`src/mlfq_pkg.sv`:
```
// Types, constants and codes shared by the feedback queue scheduler
package mlfq_pkg;

   localparam int NUM_TASKS  = 64;
   localparam int NUM_LEVELS = 4;
   localparam int NUM_SLICES = 4;
   localparam int TASK_W     = $clog2(NUM_TASKS);
   localparam int LEVEL_W    = $clog2(NUM_LEVELS);
   localparam int TICK_W     = 16;
   localparam int BOOST_W    = 32;
   localparam int CSR_IDX_W  = 3;
   localparam int CSR_DATA_W = 32;

   localparam logic [2:0] KIND_TICK     = 3'd0;
   localparam logic [2:0] KIND_CREATE   = 3'd1;
   localparam logic [2:0] KIND_WAKE     = 3'd2;
   localparam logic [2:0] KIND_YIELD    = 3'd3;
   localparam logic [2:0] KIND_BLOCK    = 3'd4;
   localparam logic [2:0] KIND_DISPATCH = 3'd5;

   localparam logic [CSR_IDX_W-1:0] CSR_SLICE0 = 3'd0;
   localparam logic [CSR_IDX_W-1:0] CSR_SLICE1 = 3'd1;
   localparam logic [CSR_IDX_W-1:0] CSR_SLICE2 = 3'd2;
   localparam logic [CSR_IDX_W-1:0] CSR_SLICE3 = 3'd3;
   localparam logic [CSR_IDX_W-1:0] CSR_BOOST  = 3'd4;

   localparam logic [TICK_W-1:0] SLICE_RESET [NUM_SLICES] = '{16'd5, 16'd10, 16'd20, 16'd40};
   localparam logic [BOOST_W-1:0] BOOST_RESET = 32'd100;

   typedef enum logic [1:0] {
      ST_UNUSED  = 2'd0,
      ST_BLOCKED = 2'd1,
      ST_READY   = 2'd2,
      ST_RUNNING = 2'd3
   } status_type;

   typedef struct packed {
      logic [2:0] kind;
      logic [5:0] task_req;
   } req_type;

   typedef struct packed {
      logic       dispatched;
      logic [5:0] granted_task;
      logic [1:0] granted_level;
      logic       boosted;
      logic       demoted;
   } rsp_type;

   typedef struct packed {
      logic [LEVEL_W-1:0] level;
      logic [TICK_W-1:0]  ticks;
      status_type         status;
   } rec_type;

   localparam int REC_W = $bits(rec_type);

   typedef enum logic [2:0] {
      S_IDLE,
      S_READ,
      S_EXEC,
      S_UL_CHECK,
      S_UL_NEXT,
      S_B_READ,
      S_B_EXEC,
      S_RESP
   } state_type;

   typedef enum logic [2:0] {
      CMD_NONE,
      CMD_LOAD,
      CMD_READ,
      CMD_EXEC,
      CMD_UL_CHECK,
      CMD_UL_NEXT,
      CMD_B_READ,
      CMD_B_EXEC
   } cmd_type;

   typedef struct packed {
      logic need_unlink;
      logic need_boost;
      logic ul_more;
      logic ul_match;
      logic boost_last;
   } stat_type;

endpackage

```
`src/mlfq_ram.sv`:
```
// Generic single write, single registered read RAM
module mlfq_ram #(
   parameter int WIDTH = 8,
   parameter int DEPTH = 16
) (
   input  logic                     clock,
   input  logic                     wr_en,
   input  logic [$clog2(DEPTH)-1:0] wr_addr,
   input  logic [WIDTH-1:0]         wr_data,
   input  logic [$clog2(DEPTH)-1:0] rd_addr,
   output logic [WIDTH-1:0]         rd_data
);

   logic [WIDTH-1:0] mem_ff [DEPTH];
   logic [WIDTH-1:0] rd_data_ff;

   always_ff @(posedge clock) begin
      if (wr_en) begin
         mem_ff[wr_addr] <= wr_data;
      end
      rd_data_ff <= mem_ff[rd_addr];
   end

   assign rd_data = rd_data_ff;

endmodule

```
`src/mlfq_ctrl.sv`:
```
// Sequencer for the scheduler: steps each event through read, execute, walks and response
module mlfq_ctrl (
   input  logic              clock,
   input  logic              reset,
   input  logic              start,
   input  mlfq_pkg::stat_type stat,
   output mlfq_pkg::cmd_type  cmd,
   output logic              busy,
   output logic              rsp_strobe
);
   import mlfq_pkg::*;

   state_type state_ff;
   state_type state_in;

   always_comb begin
      state_in = state_ff;
      unique case (state_ff)
         S_IDLE:     if (start) state_in = S_READ;
         S_READ:     state_in = S_EXEC;
         S_EXEC: begin
            priority if (stat.need_unlink) state_in = S_UL_CHECK;
            else if (stat.need_boost)      state_in = S_B_READ;
            else                           state_in = S_RESP;
         end
         S_UL_CHECK: state_in = stat.ul_more ? S_UL_NEXT : S_RESP;
         S_UL_NEXT:  state_in = stat.ul_match ? S_RESP : S_UL_CHECK;
         S_B_READ:   state_in = S_B_EXEC;
         S_B_EXEC:   state_in = stat.boost_last ? S_RESP : S_B_READ;
         S_RESP:     state_in = S_IDLE;
         default:    state_in = S_IDLE;
      endcase
   end

   always_comb begin
      cmd        = CMD_NONE;
      busy       = 1'b1;
      rsp_strobe = 1'b0;
      unique case (state_ff)
         S_IDLE: begin
            busy = 1'b0;
            if (start) cmd = CMD_LOAD;
         end
         S_READ:     cmd = CMD_READ;
         S_EXEC:     cmd = CMD_EXEC;
         S_UL_CHECK: cmd = CMD_UL_CHECK;
         S_UL_NEXT:  cmd = CMD_UL_NEXT;
         S_B_READ:   cmd = CMD_B_READ;
         S_B_EXEC:   cmd = CMD_B_EXEC;
         S_RESP:     rsp_strobe = 1'b1;
         default:    cmd = CMD_NONE;
      endcase
   end

   always_ff @(posedge clock) begin
      if (reset) begin
         state_ff <= S_IDLE;
      end else begin
         state_ff <= state_in;
      end
   end

endmodule

```
`src/mlfq_datapath.sv`:
```
// Scheduler datapath: task table, link memory, queue pointers, counters and result word
module mlfq_datapath (
   input  logic                                clock,
   input  logic                                reset,
   input  mlfq_pkg::cmd_type                   cmd,
   input  mlfq_pkg::req_type                   req_word,
   input  logic                                csr_we,
   input  logic [mlfq_pkg::CSR_IDX_W-1:0]      csr_index,
   input  logic [mlfq_pkg::CSR_DATA_W-1:0]     csr_data,
   output mlfq_pkg::stat_type                  stat,
   output mlfq_pkg::rsp_type                   rsp_word
);
   import mlfq_pkg::*;

   req_type             req_ff, req_in;
   rsp_type             rsp_ff, rsp_in;
   logic [TICK_W-1:0]   slice_ff [NUM_SLICES];
   logic [TICK_W-1:0]   slice_in [NUM_SLICES];
   logic [BOOST_W-1:0]  interval_ff, interval_in;
   logic [BOOST_W-1:0]  bcount_ff, bcount_in;
   logic [TASK_W-1:0]   head_ff [NUM_LEVELS];
   logic [TASK_W-1:0]   head_in [NUM_LEVELS];
   logic [TASK_W-1:0]   tail_ff [NUM_LEVELS];
   logic [TASK_W-1:0]   tail_in [NUM_LEVELS];
   logic [NUM_LEVELS-1:0] qempty_ff, qempty_in;
   logic [TASK_W-1:0]   run_id_ff, run_id_in;
   logic                run_valid_ff, run_valid_in;
   logic [NUM_TASKS-1:0] valid_ff, valid_in;
   logic                rd_valid_ff, rd_valid_in;
   logic [TASK_W-1:0]   cur_ff, cur_in;
   logic [TASK_W-1:0]   prev_ff, prev_in;
   logic                prev_none_ff, prev_none_in;
   logic [LEVEL_W-1:0]  lvl_ff, lvl_in;
   logic [TASK_W-1:0]   idx_ff, idx_in;

   logic                rec_we;
   logic [TASK_W-1:0]   rec_waddr;
   rec_type             rec_wdata;
   logic [TASK_W-1:0]   rec_raddr;
   logic [REC_W-1:0]    rec_rdata;
   logic                link_we;
   logic [TASK_W-1:0]   link_waddr;
   logic [TASK_W-1:0]   link_wdata;
   logic [TASK_W-1:0]   link_raddr;
   logic [TASK_W-1:0]   link_rdata;

   mlfq_ram #(.WIDTH(REC_W), .DEPTH(NUM_TASKS)) u_rec_ram (
      .clock   (clock),
      .wr_en   (rec_we),
      .wr_addr (rec_waddr),
      .wr_data (rec_wdata),
      .rd_addr (rec_raddr),
      .rd_data (rec_rdata)
   );

   mlfq_ram #(.WIDTH(TASK_W), .DEPTH(NUM_TASKS)) u_link_ram (
      .clock   (clock),
      .wr_en   (link_we),
      .wr_addr (link_waddr),
      .wr_data (link_wdata),
      .rd_addr (link_raddr),
      .rd_data (link_rdata)
   );

   always_comb begin
      logic [LEVEL_W-1:0] fl;
      logic               any_ready;
      logic [TASK_W-1:0]  task_id;
      rec_type            rec;
      logic               push_en;
      logic [LEVEL_W-1:0] push_lvl;
      logic [TASK_W-1:0]  push_id;
      logic [LEVEL_W-1:0] nl;
      logic [TICK_W-1:0]  nt;
      logic [TICK_W-1:0]  slice;
      logic [BOOST_W-1:0] bsum;
      logic [TASK_W-1:0]  g;

      fl        = '0;
      any_ready = 1'b0;
      for (int l = NUM_LEVELS - 1; l >= 0; l--) begin
         if (!qempty_ff[l]) begin
            fl        = LEVEL_W'(l);
            any_ready = 1'b1;
         end
      end
      task_id = TASK_W'(req_ff.task_req);
      rec     = rd_valid_ff ? rec_type'(rec_rdata) : '0;

      req_in       = req_ff;
      rsp_in       = rsp_ff;
      slice_in     = slice_ff;
      interval_in  = interval_ff;
      bcount_in    = bcount_ff;
      head_in      = head_ff;
      tail_in      = tail_ff;
      qempty_in    = qempty_ff;
      run_id_in    = run_id_ff;
      run_valid_in = run_valid_ff;
      valid_in     = valid_ff;
      cur_in       = cur_ff;
      prev_in      = prev_ff;
      prev_none_in = prev_none_ff;
      lvl_in       = lvl_ff;
      idx_in       = idx_ff;

      rec_we     = 1'b0;
      rec_waddr  = task_id;
      rec_wdata  = rec;
      rec_raddr  = idx_ff;
      link_we    = 1'b0;
      link_waddr = cur_ff;
      link_wdata = link_rdata;
      link_raddr = cur_ff;
      stat       = '0;
      push_en    = 1'b0;
      push_lvl   = '0;
      push_id    = task_id;
      nl         = rec.level;
      nt         = rec.ticks;
      slice      = slice_ff[NUM_SLICES-1];
      bsum       = bcount_ff;
      g          = head_ff[fl];

      unique case (cmd)
         CMD_LOAD: begin
            req_in = req_word;
            rsp_in = '0;
         end
         CMD_READ: begin
            link_raddr = head_ff[fl];
            priority if (req_ff.kind == KIND_CREATE || req_ff.kind == KIND_WAKE ||
                         req_ff.kind == KIND_BLOCK) begin
               rec_raddr = task_id;
            end else if (req_ff.kind == KIND_DISPATCH) begin
               rec_raddr = head_ff[fl];
            end else begin
               rec_raddr = run_id_ff;
            end
         end
         CMD_EXEC: begin
            unique case (req_ff.kind)
               KIND_TICK: begin
                  if (run_valid_ff && rec.ticks != '1) begin
                     rec_we          = 1'b1;
                     rec_waddr       = run_id_ff;
                     rec_wdata.ticks = TICK_W'(rec.ticks + 1'b1);
                  end
                  bsum      = (bcount_ff == '1) ? bcount_ff : BOOST_W'(bcount_ff + 1'b1);
                  bcount_in = bsum;
                  if (bsum >= interval_ff) begin
                     stat.need_boost = 1'b1;
                     qempty_in       = '1;
                     bcount_in       = '0;
                     rsp_in.boosted  = 1'b1;
                     idx_in          = '0;
                  end
               end
               KIND_CREATE: begin
                  if (rec.status == ST_UNUSED) begin
                     rec_we    = 1'b1;
                     rec_wdata = '{level: '0, ticks: '0, status: ST_READY};
                     push_en   = 1'b1;
                     push_lvl  = '0;
                  end
               end
               KIND_WAKE: begin
                  if (rec.status == ST_BLOCKED) begin
                     rec_we           = 1'b1;
                     rec_wdata.status = ST_READY;
                     push_en          = 1'b1;
                     push_lvl         = rec.level;
                  end
               end
               KIND_YIELD: begin
                  if (run_valid_ff) begin
                     if (int'(rec.level) < NUM_SLICES) begin
                        slice = slice_ff[2'(rec.level)];
                     end
                     if (rec.ticks >= slice) begin
                        if (int'(rec.level) != NUM_LEVELS - 1) begin
                           nl             = LEVEL_W'(rec.level + 1'b1);
                           rsp_in.demoted = 1'b1;
                        end
                        nt = '0;
                     end
                     rec_we       = 1'b1;
                     rec_waddr    = run_id_ff;
                     rec_wdata    = '{level: nl, ticks: nt, status: ST_READY};
                     push_en      = 1'b1;
                     push_lvl     = nl;
                     push_id      = run_id_ff;
                     run_valid_in = 1'b0;
                  end
               end
               KIND_BLOCK: begin
                  priority if (rec.status == ST_READY) begin
                     rec_we           = 1'b1;
                     rec_wdata.status = ST_BLOCKED;
                     lvl_in           = rec.level;
                     cur_in           = head_ff[rec.level];
                     prev_none_in     = 1'b1;
                     stat.need_unlink = 1'b1;
                  end else if (rec.status == ST_RUNNING) begin
                     rec_we           = 1'b1;
                     rec_wdata.status = ST_BLOCKED;
                     if (run_valid_ff && run_id_ff == task_id) run_valid_in = 1'b0;
                  end
               end
               KIND_DISPATCH: begin
                  if (!run_valid_ff && any_ready) begin
                     if (g == tail_ff[fl]) begin
                        qempty_in[fl] = 1'b1;
                     end else begin
                        head_in[fl] = link_rdata;
                     end
                     rec_we               = 1'b1;
                     rec_waddr            = g;
                     rec_wdata.status     = ST_RUNNING;
                     run_id_in            = g;
                     run_valid_in         = 1'b1;
                     rsp_in.dispatched    = 1'b1;
                     rsp_in.granted_task  = 6'(g);
                     rsp_in.granted_level = 2'(fl);
                  end
               end
               default: begin
               end
            endcase
         end
         CMD_UL_CHECK: begin
            link_raddr   = cur_ff;
            stat.ul_more = !qempty_ff[lvl_ff] && cur_ff != tail_ff[lvl_ff];
            if (!qempty_ff[lvl_ff] && cur_ff == tail_ff[lvl_ff] && cur_ff == task_id) begin
               if (prev_none_ff) begin
                  qempty_in[lvl_ff] = 1'b1;
               end else begin
                  tail_in[lvl_ff] = prev_ff;
               end
            end
         end
         CMD_UL_NEXT: begin
            stat.ul_match = (cur_ff == task_id);
            if (cur_ff == task_id) begin
               if (prev_none_ff) begin
                  head_in[lvl_ff] = link_rdata;
               end else begin
                  link_we    = 1'b1;
                  link_waddr = prev_ff;
                  link_wdata = link_rdata;
               end
            end else begin
               prev_in      = cur_ff;
               prev_none_in = 1'b0;
               cur_in       = link_rdata;
            end
         end
         CMD_B_READ: begin
            rec_raddr = idx_ff;
         end
         CMD_B_EXEC: begin
            stat.boost_last = (int'(idx_ff) == NUM_TASKS - 1);
            if (rec.status == ST_READY || rec.status == ST_RUNNING) begin
               rec_we    = 1'b1;
               rec_waddr = idx_ff;
               rec_wdata = '{level: '0, ticks: '0, status: rec.status};
               if (rec.status == ST_READY) begin
                  push_en  = 1'b1;
                  push_lvl = '0;
                  push_id  = idx_ff;
               end
            end
            idx_in = TASK_W'(idx_ff + 1'b1);
         end
         CMD_NONE: begin
         end
         default: begin
         end
      endcase

      if (push_en) begin
         if (qempty_ff[push_lvl]) begin
            head_in[push_lvl] = push_id;
         end else begin
            link_we    = 1'b1;
            link_waddr = tail_ff[push_lvl];
            link_wdata = push_id;
         end
         tail_in[push_lvl]   = push_id;
         qempty_in[push_lvl] = 1'b0;
      end

      if (rec_we) valid_in[rec_waddr] = 1'b1;
      rd_valid_in = valid_ff[rec_raddr];

      if (csr_we) begin
         unique case (csr_index)
            CSR_SLICE0: slice_in[0] = csr_data[TICK_W-1:0];
            CSR_SLICE1: slice_in[1] = csr_data[TICK_W-1:0];
            CSR_SLICE2: slice_in[2] = csr_data[TICK_W-1:0];
            CSR_SLICE3: slice_in[3] = csr_data[TICK_W-1:0];
            CSR_BOOST:  interval_in = csr_data[BOOST_W-1:0];
            default: begin
            end
         endcase
      end
   end

   always_ff @(posedge clock) begin
      if (reset) begin
         slice_ff     <= SLICE_RESET;
         interval_ff  <= BOOST_RESET;
         bcount_ff    <= '0;
         qempty_ff    <= '1;
         run_valid_ff <= 1'b0;
         valid_ff     <= '0;
         rd_valid_ff  <= 1'b0;
      end else begin
         slice_ff     <= slice_in;
         interval_ff  <= interval_in;
         bcount_ff    <= bcount_in;
         qempty_ff    <= qempty_in;
         run_valid_ff <= run_valid_in;
         valid_ff     <= valid_in;
         rd_valid_ff  <= rd_valid_in;
      end
   end

   always_ff @(posedge clock) begin
      req_ff       <= req_in;
      rsp_ff       <= rsp_in;
      head_ff      <= head_in;
      tail_ff      <= tail_in;
      run_id_ff    <= run_id_in;
      cur_ff       <= cur_in;
      prev_ff      <= prev_in;
      prev_none_ff <= prev_none_in;
      lvl_ff       <= lvl_in;
      idx_ff       <= idx_in;
   end

   assign rsp_word = rsp_ff;

endmodule

```
`src/mlfq_task_scheduler_top.sv`:
```
// Top level of the multilevel feedback queue task scheduler
//
//   channel  ports                          handshake
//   request  start, busy, req_word          taken when start is high and busy low
//   result   rsp_strobe, rsp_word           one word per event, strobed one cycle
//   config   csr_we, csr_index, csr_data    written whenever csr_we is high
//
// Most events step through idle, read, execute and respond; the strobe comes in the respond state.
// A block of a queued task adds a check and a next step per queue entry walked through the link memory.
// A tick that fires a boost adds a read and an execute step per task slot for the table walk.
// Reset clears the table through valid bits at once; no clearing pass follows.
// The result strobe cannot be stalled; busy stays high until the strobe cycle ends.
module mlfq_task_scheduler_top (
   input  logic                            clock,
   input  logic                            reset,
   input  logic                            start,
   output logic                            busy,
   input  mlfq_pkg::req_type               req_word,
   output logic                            rsp_strobe,
   output mlfq_pkg::rsp_type               rsp_word,
   input  logic                            csr_we,
   input  logic [mlfq_pkg::CSR_IDX_W-1:0]  csr_index,
   input  logic [mlfq_pkg::CSR_DATA_W-1:0] csr_data
);
   import mlfq_pkg::*;

   cmd_type  cmd;
   stat_type stat;

   mlfq_ctrl u_ctrl (
      .clock      (clock),
      .reset      (reset),
      .start      (start),
      .stat       (stat),
      .cmd        (cmd),
      .busy       (busy),
      .rsp_strobe (rsp_strobe)
   );

   mlfq_datapath u_datapath (
      .clock     (clock),
      .reset     (reset),
      .cmd       (cmd),
      .req_word  (req_word),
      .csr_we    (csr_we),
      .csr_index (csr_index),
      .csr_data  (csr_data),
      .stat      (stat),
      .rsp_word  (rsp_word)
   );

endmodule

```
`config.mk`:
```
export PLATFORM = sky130hd
export DESIGN_NAME = mlfq_task_scheduler_top
export DESIGN_NICKNAME = d
export VERILOG_FILES = /design/src/mlfq_pkg.sv /design/src/mlfq_ram.sv /design/src/mlfq_ctrl.sv /design/src/mlfq_datapath.sv /design/src/mlfq_task_scheduler_top.sv
export SDC_FILE = /design/constraint.sdc
export NUM_CORES = 2
export LEC_CHECK = 0
export BUFFER_PORTS_ARGS = -buffer_cell sky130_fd_sc_hd__buf_2
export CELL_PAD_IN_SITES_DETAIL_PLACEMENT = 0
export CELL_PAD_IN_SITES_GLOBAL_PLACEMENT = 2
export CORE_MARGIN = 3
export CORE_UTILIZATION = 40
export CTS_BUF_LIST = sky130_fd_sc_hd__clkbuf_4
export DETAILED_ROUTE_END_ITERATION = 8
export PLACE_DENSITY = 0.79
export SYNTH_ARGS = -nofsm -noshare
export SYNTH_HDL_FRONTEND = slang
export SYNTH_SLANG_ARGS = --single-unit
```
`constraint.sdc`:
```
create_clock -name clock -period 16.1 [get_ports clock]
set_clock_uncertainty 0.15 [all_clocks]
set_input_delay 1.61 -clock clock [delete_from_list [all_inputs] [get_ports clock]]
set_output_delay 1.61 -clock clock [all_outputs]
set_load 0.01 [all_outputs]
```
# After elaboration in Yosys (flattened, before gate mapping)

Memories as Yosys holds them, arrays and structs flattened. A register that Yosys moved wholly into a read port is not among the register bits.
Index checks and enable logic that the tools add are counted.

Bits in registers: 296
RAM bits: 1664
Output and inout bits: 13
Bits of input ports: 48
Bits in latches: 0
Word-level logic and storage cells: 340
Bits in read-only memories: 0
Memories: 2

Multipliers: 0
Bitwise gates (word level): 10
Divide/modulo/power cells: 0
$add $sub $neg: 4
Multiplexer cells: 183
Reduce and logical (&&, ||, !) cells: 41
Shift-type cells: 0
Order comparisons: 18
Eq/ne operators: 50

Memories:

| memory                       | depth | bits a word | read ports | clocked after memory_dff | write ports | RTL line       | text |
|---|---|---|---|---|---|---|---|
| u_datapath.u_rec_ram.mem_ff  | 64    | 20          | 1          | 1                        | 1           | mlfq_ram.sv:14 | `logic [WIDTH-1:0] mem_ff [DEPTH];` |
| u_datapath.u_link_ram.mem_ff | 64    | 6           | 1          | 1                        | 1           | mlfq_ram.sv:14 |  |

Operators by type and width:

| cell                                                 | number |
|---|---|
| two-way mux 24 bit                                   | 11 |
| two-way mux 6 bit                                    | 36 |
| bitwise mux 24 bit                                   | 5 |
| two-way mux 16 bit                                   | 7 |
| two-way mux 20 bit                                   | 4 |
| two-way mux 32 bit                                   | 2 |
| OR 64 bit                                            | 1 |
| binary-select mux 6 bit (select 2 bit)               | 5 |
| two-way mux 1 bit                                    | 52 |
| one-hot mux 16 bit (3 select lines)                  | 1 |
| one-hot mux 24 bit (2 select lines)                  | 1 |
| one-hot mux 6 bit (2 select lines)                   | 4 |
| one-hot mux 20 bit (2 select lines)                  | 1 |
| demux 6 bit (select 2 bit)                           | 3 |
| two-way mux 2 bit                                    | 17 |
| adder 32 x 1 -> 32 bit (second input constant)       | 1 |
| binary-select mux 16 bit (select 2 bit)              | 1 |
| equality test 32 bit (second input constant)         | 1 |
| greater-or-equal comparator 32 bit                   | 1 |
| equality test 3 bit (second input constant)          | 10 |
| equality test 3 x 2 -> 1 bit (second input constant) | 8 |
| equality test 6 bit                                  | 4 |
| two-way mux 4 bit                                    | 6 |
| one-hot mux 3 bit (8 select lines)                   | 1 |
| 50 further kinds                                     | 123 |

# Logic depth before layout (Yosys ltp)

Depth in word-level cells: 21
Mapped depth: 20
Mapped depth without buffers: 17

# Cells and area by module

From an unflattened synthesis, not the netlist that was laid out.

Cell total of the unflattened synthesis: 5121
Area total of the unflattened synthesis: 82526.6 um^2

By module, submodules not included:

| module                           | times used | area each (um^2) | cells each | sequential area each (um^2) |
|---|---|---|---|---|
| mlfq_ram (u_datapath.u_rec_ram)  | 1          | 49552.5          | 2223       | 38837.2 |
| mlfq_datapath                    | 1          | 17534.3          | 2142       | 6336.1 |
| mlfq_ram (u_datapath.u_link_ram) | 1          | 15205.8          | 729        | 11651.2 |
| mlfq_ctrl                        | 1          | 234.0            | 27         | 60.1 |

# Least setup slack after synthesis

Ideal clock, no wire load.

Path kind: flip-flop to flip-flop
Start point: register u_datapath.rd_valid_ff
End point: memory u_datapath.u_rec_ram.mem_ff[0][10] (netlist name) (data pin)
Data required time: 15227 ps
Data arrival time: 6280 ps
Cell stages (with the launch flop): 16
Buffers on the path: 4
Period minus slack after synthesis: 7153 ps
Slack: 8947 ps
Setup time: 723 ps
Cells stage by stage: dfxtp_1 -> buf_2 -> clkbuf_1 -> clkbuf_1 -> clkbuf_1 -> a21oi_1 -> ha_1 -> nand2b_1 -> a2111o_1 -> a32o_2 -> o211ai_1 -> a31oi_1 -> and2_1 -> o21ai_0 -> o21ai_0 -> a21boi_0

RTL lines:

| item                   | RTL line             | text |
|---|---|---|
| start, declared        | mlfq_datapath.sv:29  | `logic rd_valid_ff, rd_valid_in;` |
| start signal, assigned | mlfq_datapath.sv:325 | `rd_valid_ff <= rd_valid_in;` |
| end, declared          | mlfq_ram.sv:14       |  |

# Worst setup path after layout

Start point: register u_datapath.rd_valid_ff
End point: memory u_datapath.u_link_ram.mem_ff[54][2] (netlist name), enable pin

Cells in the longest elaborated chain, start to end: 19
Elaborated cells on any way between the ends: 40
Classes of those cells: add/sub (1); order compare (1); eq/ne (4); mux (30); bitwise (2); reduce/logical (2)

RTL lines:

| item                                                                                                     | RTL line                                   | text |
|---|---|---|
| two-way mux 20 bit (*)                                                                                   | mlfq_datapath.sv:88                        | `rec = rd_valid_ff ? rec_type'(rec_rdata) : '0;` |
| NOT 2 -> 3 bit (implied by the code)                                                                     | mlfq_datapath.sv:178                       | `slice = slice_ff[2'(rec.level)];` |
| binary-select mux 16 bit (select 2 bit)                                                                  | mlfq_datapath.sv:178                       |  |
| two-way mux 16 bit (implied by the code) (2 in series)                                                   | mlfq_datapath.sv:178                       |  |
| two-way mux 16 bit                                                                                       | mlfq_datapath.sv:176                       | `if (run_valid_ff) begin` |
| two-way mux 16 bit                                                                                       | mlfq_datapath.sv:142                       | `unique case (req_ff.kind)` |
| two-way mux 16 bit                                                                                       | mlfq_datapath.sv:125                       | `unique case (cmd)` |
| greater-or-equal comparator 16 bit                                                                       | mlfq_datapath.sv:180                       | `if (rec.ticks >= slice) begin` |
| [... 2 more ...]                                                                                         | -                                          |  |
| one-hot mux 2 bit (2 select lines)                                                                       | mlfq_datapath.sv:142                       |  |
| two-way mux 2 bit                                                                                        | -                                          |  |
| binary-select mux 1 bit (select 2 bit) / NOT 2 -> 3 bit (equally long branches)                          | mlfq_datapath.sv:282, mlfq_datapath.sv:286 |  |
| two-way mux 1 bit (implied by the code) / binary-select mux 6 bit (select 2 bit) (equally long branches) | mlfq_datapath.sv:282, mlfq_datapath.sv:286 |  |
| two-way mux 1 bit / two-way mux 6 bit (equally long branches)                                            | mlfq_datapath.sv:282, mlfq_datapath.sv:286 |  |
| two-way mux 1 bit / two-way mux 6 bit (equally long branches)                                            | mlfq_datapath.sv:281, mlfq_datapath.sv:286 |  |
| two-way mux 1 bit / two-way mux 6 bit (equally long branches)                                            | mlfq_ram.sv:18, mlfq_datapath.sv:282       |  |
| two-way mux 1 bit (implied by the code) / two-way mux 6 bit (equally long branches)                      | mlfq_ram.sv:19, mlfq_datapath.sv:281       |  |
| end, declared                                                                                            | mlfq_ram.sv:14                             |  |

Every way passes the cells marked *; elsewhere a longest branch is shown, timed or not. The select of a mux whose other input is x is not followed.

==> metrics.cfg <==
[floorplan]
core_um2=213000
io_pins=61
die_w_um=469
die_height_um=469
initial_core_util=0.403
num_rows=169
die_area_um2=220000

[cells_and_area]
final_nets=7657
fillers=19700
drive_gt1_frac=0.156
stdcell_area_um2=95800
layout_commonest_cell=edfxtp_1
mostFrequentLayoutCells=edfxtp_1 (1711), nand2_1 (1669), clkbuf_4 (797)
area_delta_synth_final_pct=11.8

[sta]
slew_viol_final=0
worstMarginPinSlew_ns=1.23
hold_violations=0
rsz0062_at_grt=no
setup_violations=0
min_period_ns=7.13
fmax_mhz=140
setup_ws_ns=8.97
min_period_over_period=0.443
finalSetupTns_ns=0
slew_headroom=0.178

[clock_network]
clock_path_buffers=4
clkLatencyLatePin_ns=1.37
clock-root-buffer=clkbuf_4
cts_tree=done
cts_resized=0
clk_pin_slew_ns=0.07
cts_buffers=555
clock_sinks=1986
cts_setup_buffers=0
cts_max_level=6
cts_hold_buf=0

[power_and_ir_drop]
power_mw=11.9
leakagePower_nw=32.9
combPwrFrac=0.134
power_frac_seq=0.496
p_switching_mw=3.37
ir_drop_mv=0.0843
power_density_nw_per_um2=124
power_frac_clock=0.370
p_sw_frac=0.284
power.internal_mw=8.50

[drt]
drt-initial-drc-count=6370
vias=62100
dr.pass1.iters=6
wire_per_inst_um=25.0
viasPerCell=5.78
ant_nets=0
routed_wl_um=269000
drc=0

[global_routing]
grt_max_degree=158
grt_use_met2=0.369
grt_pass1_vias=60500
grt_pass1_wl_um=396000
overflow=0
antenna_found_initial=8
busiest_layer=met2
grt_use_met1=0.337
grtUsageMet3=0.0468
grt.total_usage=0.240

[placement]
finalWeightedCongestion=0.888
placed_area_um2=89200
portBuffers=60
dp_hpwl_um=152000
place_ws_ns=9.01

[setup_path]
arrival_ns=7.93
cp_max_fo=51
end_kind=flop
criticalPathCategory=reg2reg
critPathRequiredTime_ns=16.90
start_kind=flop

[synth]
syn_avg_cell_area_um2=11.7
synth-xor-area-share=0.00532
ys_seq_elements=1986
synth_top_family_by_area=simple AND/OR/NAND/NOR gates
synth_compound_area_frac=0.131
synthSimpleGateAreaFrac=0.136
synth-seq-area-share=0.664
ys_async_sr_fraction=0
synth_fa_ha_area_frac=0.00774
synthDistinctLibCells=106
synth_edf_count=1711
synth.cell_area_um2=85700
syn_inst=7320
synth.area.mux_share=0.0156
ys_dominant_reg_cell=edfxtp_1
ys_warn_count=0
synthesis.nets=7421

[outcome]
status=completed

[hold_path]
hold_class=in2reg

[flow_run]
max_cap_violations=0

==> power groups by stage <==
stage | clock, mW | sequential, mW | combinational [mW]
floorplan | 0 | 5.94 | 0.962
global placement | 0 | 6.00 | 1.58
detailed placement | 0 | 6.00 | 1.58
CTS | 4.51 | 5.89 | 1.59
global route | 4.80 | 5.89 | 1.72
finish | 4.39 | 5.89 | 1.59
==> metrics by stage <==
stage                     utilization  hold WS (ns)  instances
final                           0.451         0.298      10800
after global placement          0.420         0.291       9820
after detailed placement        0.420         0.295       9820
after CTS                       0.451         0.143      10700
after floorplan                     -         0.274       7320
after global routing            0.451         0.184      10700
==> cell families (layout without fill, tap and decap cells) <==
group,count (synthesis),in the layout
mux,114,114
fa+ha+maj,53,53
xor+xnor,52,52
flops,1986,1986
simple gates,2671,2671
compound gates,1600,1600
other cells,0,17
buf+inv,844,1437
==> state kept, by name, summed over array words and instances (netlist names) <==
| name | count |
|---|---|
| u_datapath.lvl_ff | 2 |
| u_datapath.u_link_ram.mem_ff | 384 |
| u_ctrl.state_ff | 3 |
| u_datapath.head_ff | 24 |
| u_datapath.cur_ff | 6 |
| u_datapath.run_valid_ff | 1 |
| u_datapath.bcount_ff | 32 |
| u_datapath.rd_valid_ff | 1 |
| u_datapath.tail_ff | 24 |
| u_datapath.interval_ff | 32 |
| u_datapath.rsp_word | 11 |
| u_datapath.u_rec_ram.rd_data | 20 |
| u_datapath.run_id_ff | 6 |
| u_datapath.valid_ff | 64 |
| u_datapath.prev_none_ff | 1 |
| u_datapath.prev_ff | 6 |
| u_datapath.u_link_ram.rd_data | 6 |
| u_datapath.slice_ff | 64 |
| u_datapath.idx_ff | 6 |
| u_datapath.u_rec_ram.mem_ff | 1280 |
| u_datapath.req_ff | 9 |
| u_datapath.qempty_ff | 4 |
==> cells in the mapped netlist, types with 13 or more instances <==
library cell / number / area share
nand3b_1: 20 / 0.0018
and2_1: 79 / 0.0058
a21oi_1: 224 / 0.013
and3_1: 20 / 0.0015
a31oi_1: 202 / 0.015
mux2i_1: 86 / 0.010
or3_1: 15 / 0.0011
mux2_2: 13 / 0.0017
nand3_1: 463 / 0.027
o211ai_1: 32 / 0.0028
a211oi_1: 407 / 0.036
nor4_1: 15 / 0.0011
a211o_1: 13 / 0.0013
o21a_1: 13 / 0.0011
a22oi_1: 44 / 0.0039
a21o_1: 22 / 0.0019
nor2b_1: 14 / 0.0010
xor2_1: 20 / 0.0020
nand2b_1: 25 / 0.0018
buf_2: 133 / 0.0078
inv_1: 296 / 0.013
mux4_2: 13 / 0.0034
buf_1: 49 / 0.0021
nor2_1: 197 / 0.0086
or4_1: 24 / 0.0021
xnor2_1: 32 / 0.0033
nand2_1: 1670 / 0.073
dfxtp_1: 275 / 0.064
clkbuf_1: 344 / 0.015
edfxtp_1: 1711 / 0.60
nand4_1: 30 / 0.0022
nor3_1: 40 / 0.0023
a311oi_1: 229 / 0.023
ha_1: 53 / 0.0077
buf_4: 17 / 0.0015
o22ai_1: 156 / 0.011
o21ai_0: 137 / 0.0080
==> layer usage <==
metal	up-vias	wire [um]
li1	28100	-
met3	508	21300
met5	-	0
met1	30900	117000
met2	2609	122000
met4	0	8840
==> area by class of cell <==
class                   instances  area (um^2)  share of cell area
well taps                    2821         3530              0.0368
clock buffers                 797         5980              0.0625
inverters                     298         1120              0.0117
flip-flops and latches       1986        56900               0.594
repair buffers                225         1620              0.0169
diodes                         17         42.5            0.000444
clock inverters               117          579             0.00605
multi-input cells            4490        26000               0.272
==> worst paths after layout <==
path | from | end | slack [ns] | cells after the start
hold reg to reg | u_datapath.interval_ff[13] | u_datapath.interval_ff[13] | 0.30 | 2
hold / removal | req_word[3] | u_datapath.req_ff[3] | 0.30 | 1
setup reg to reg | u_datapath.rd_valid_ff | u_datapath.u_link_ram.mem_ff[54][2] | 8.97 | 15
setup / recovery | u_datapath.rd_valid_ff | u_datapath.u_link_ram.mem_ff[54][2] | 8.97 | 15
==> worst max-delay path: stages, from the launching register on <==
cell      delay [ns]
dfxtp_2         0.31
buf_4           0.42
nand2_1         0.42
nand2_1         0.63
nor2_1          0.09
a21oi_1         0.17
ha_1            0.25
nand2b_1        0.15
a2111o_1        0.45
a32oi_2         0.33
a21oi_1         0.38
a32oi_1         0.38
mux2i_4         0.19
a21boi_4        0.63
nand4_1         0.85
a22oi_1         0.95
(Power assumes the default switching activity.)
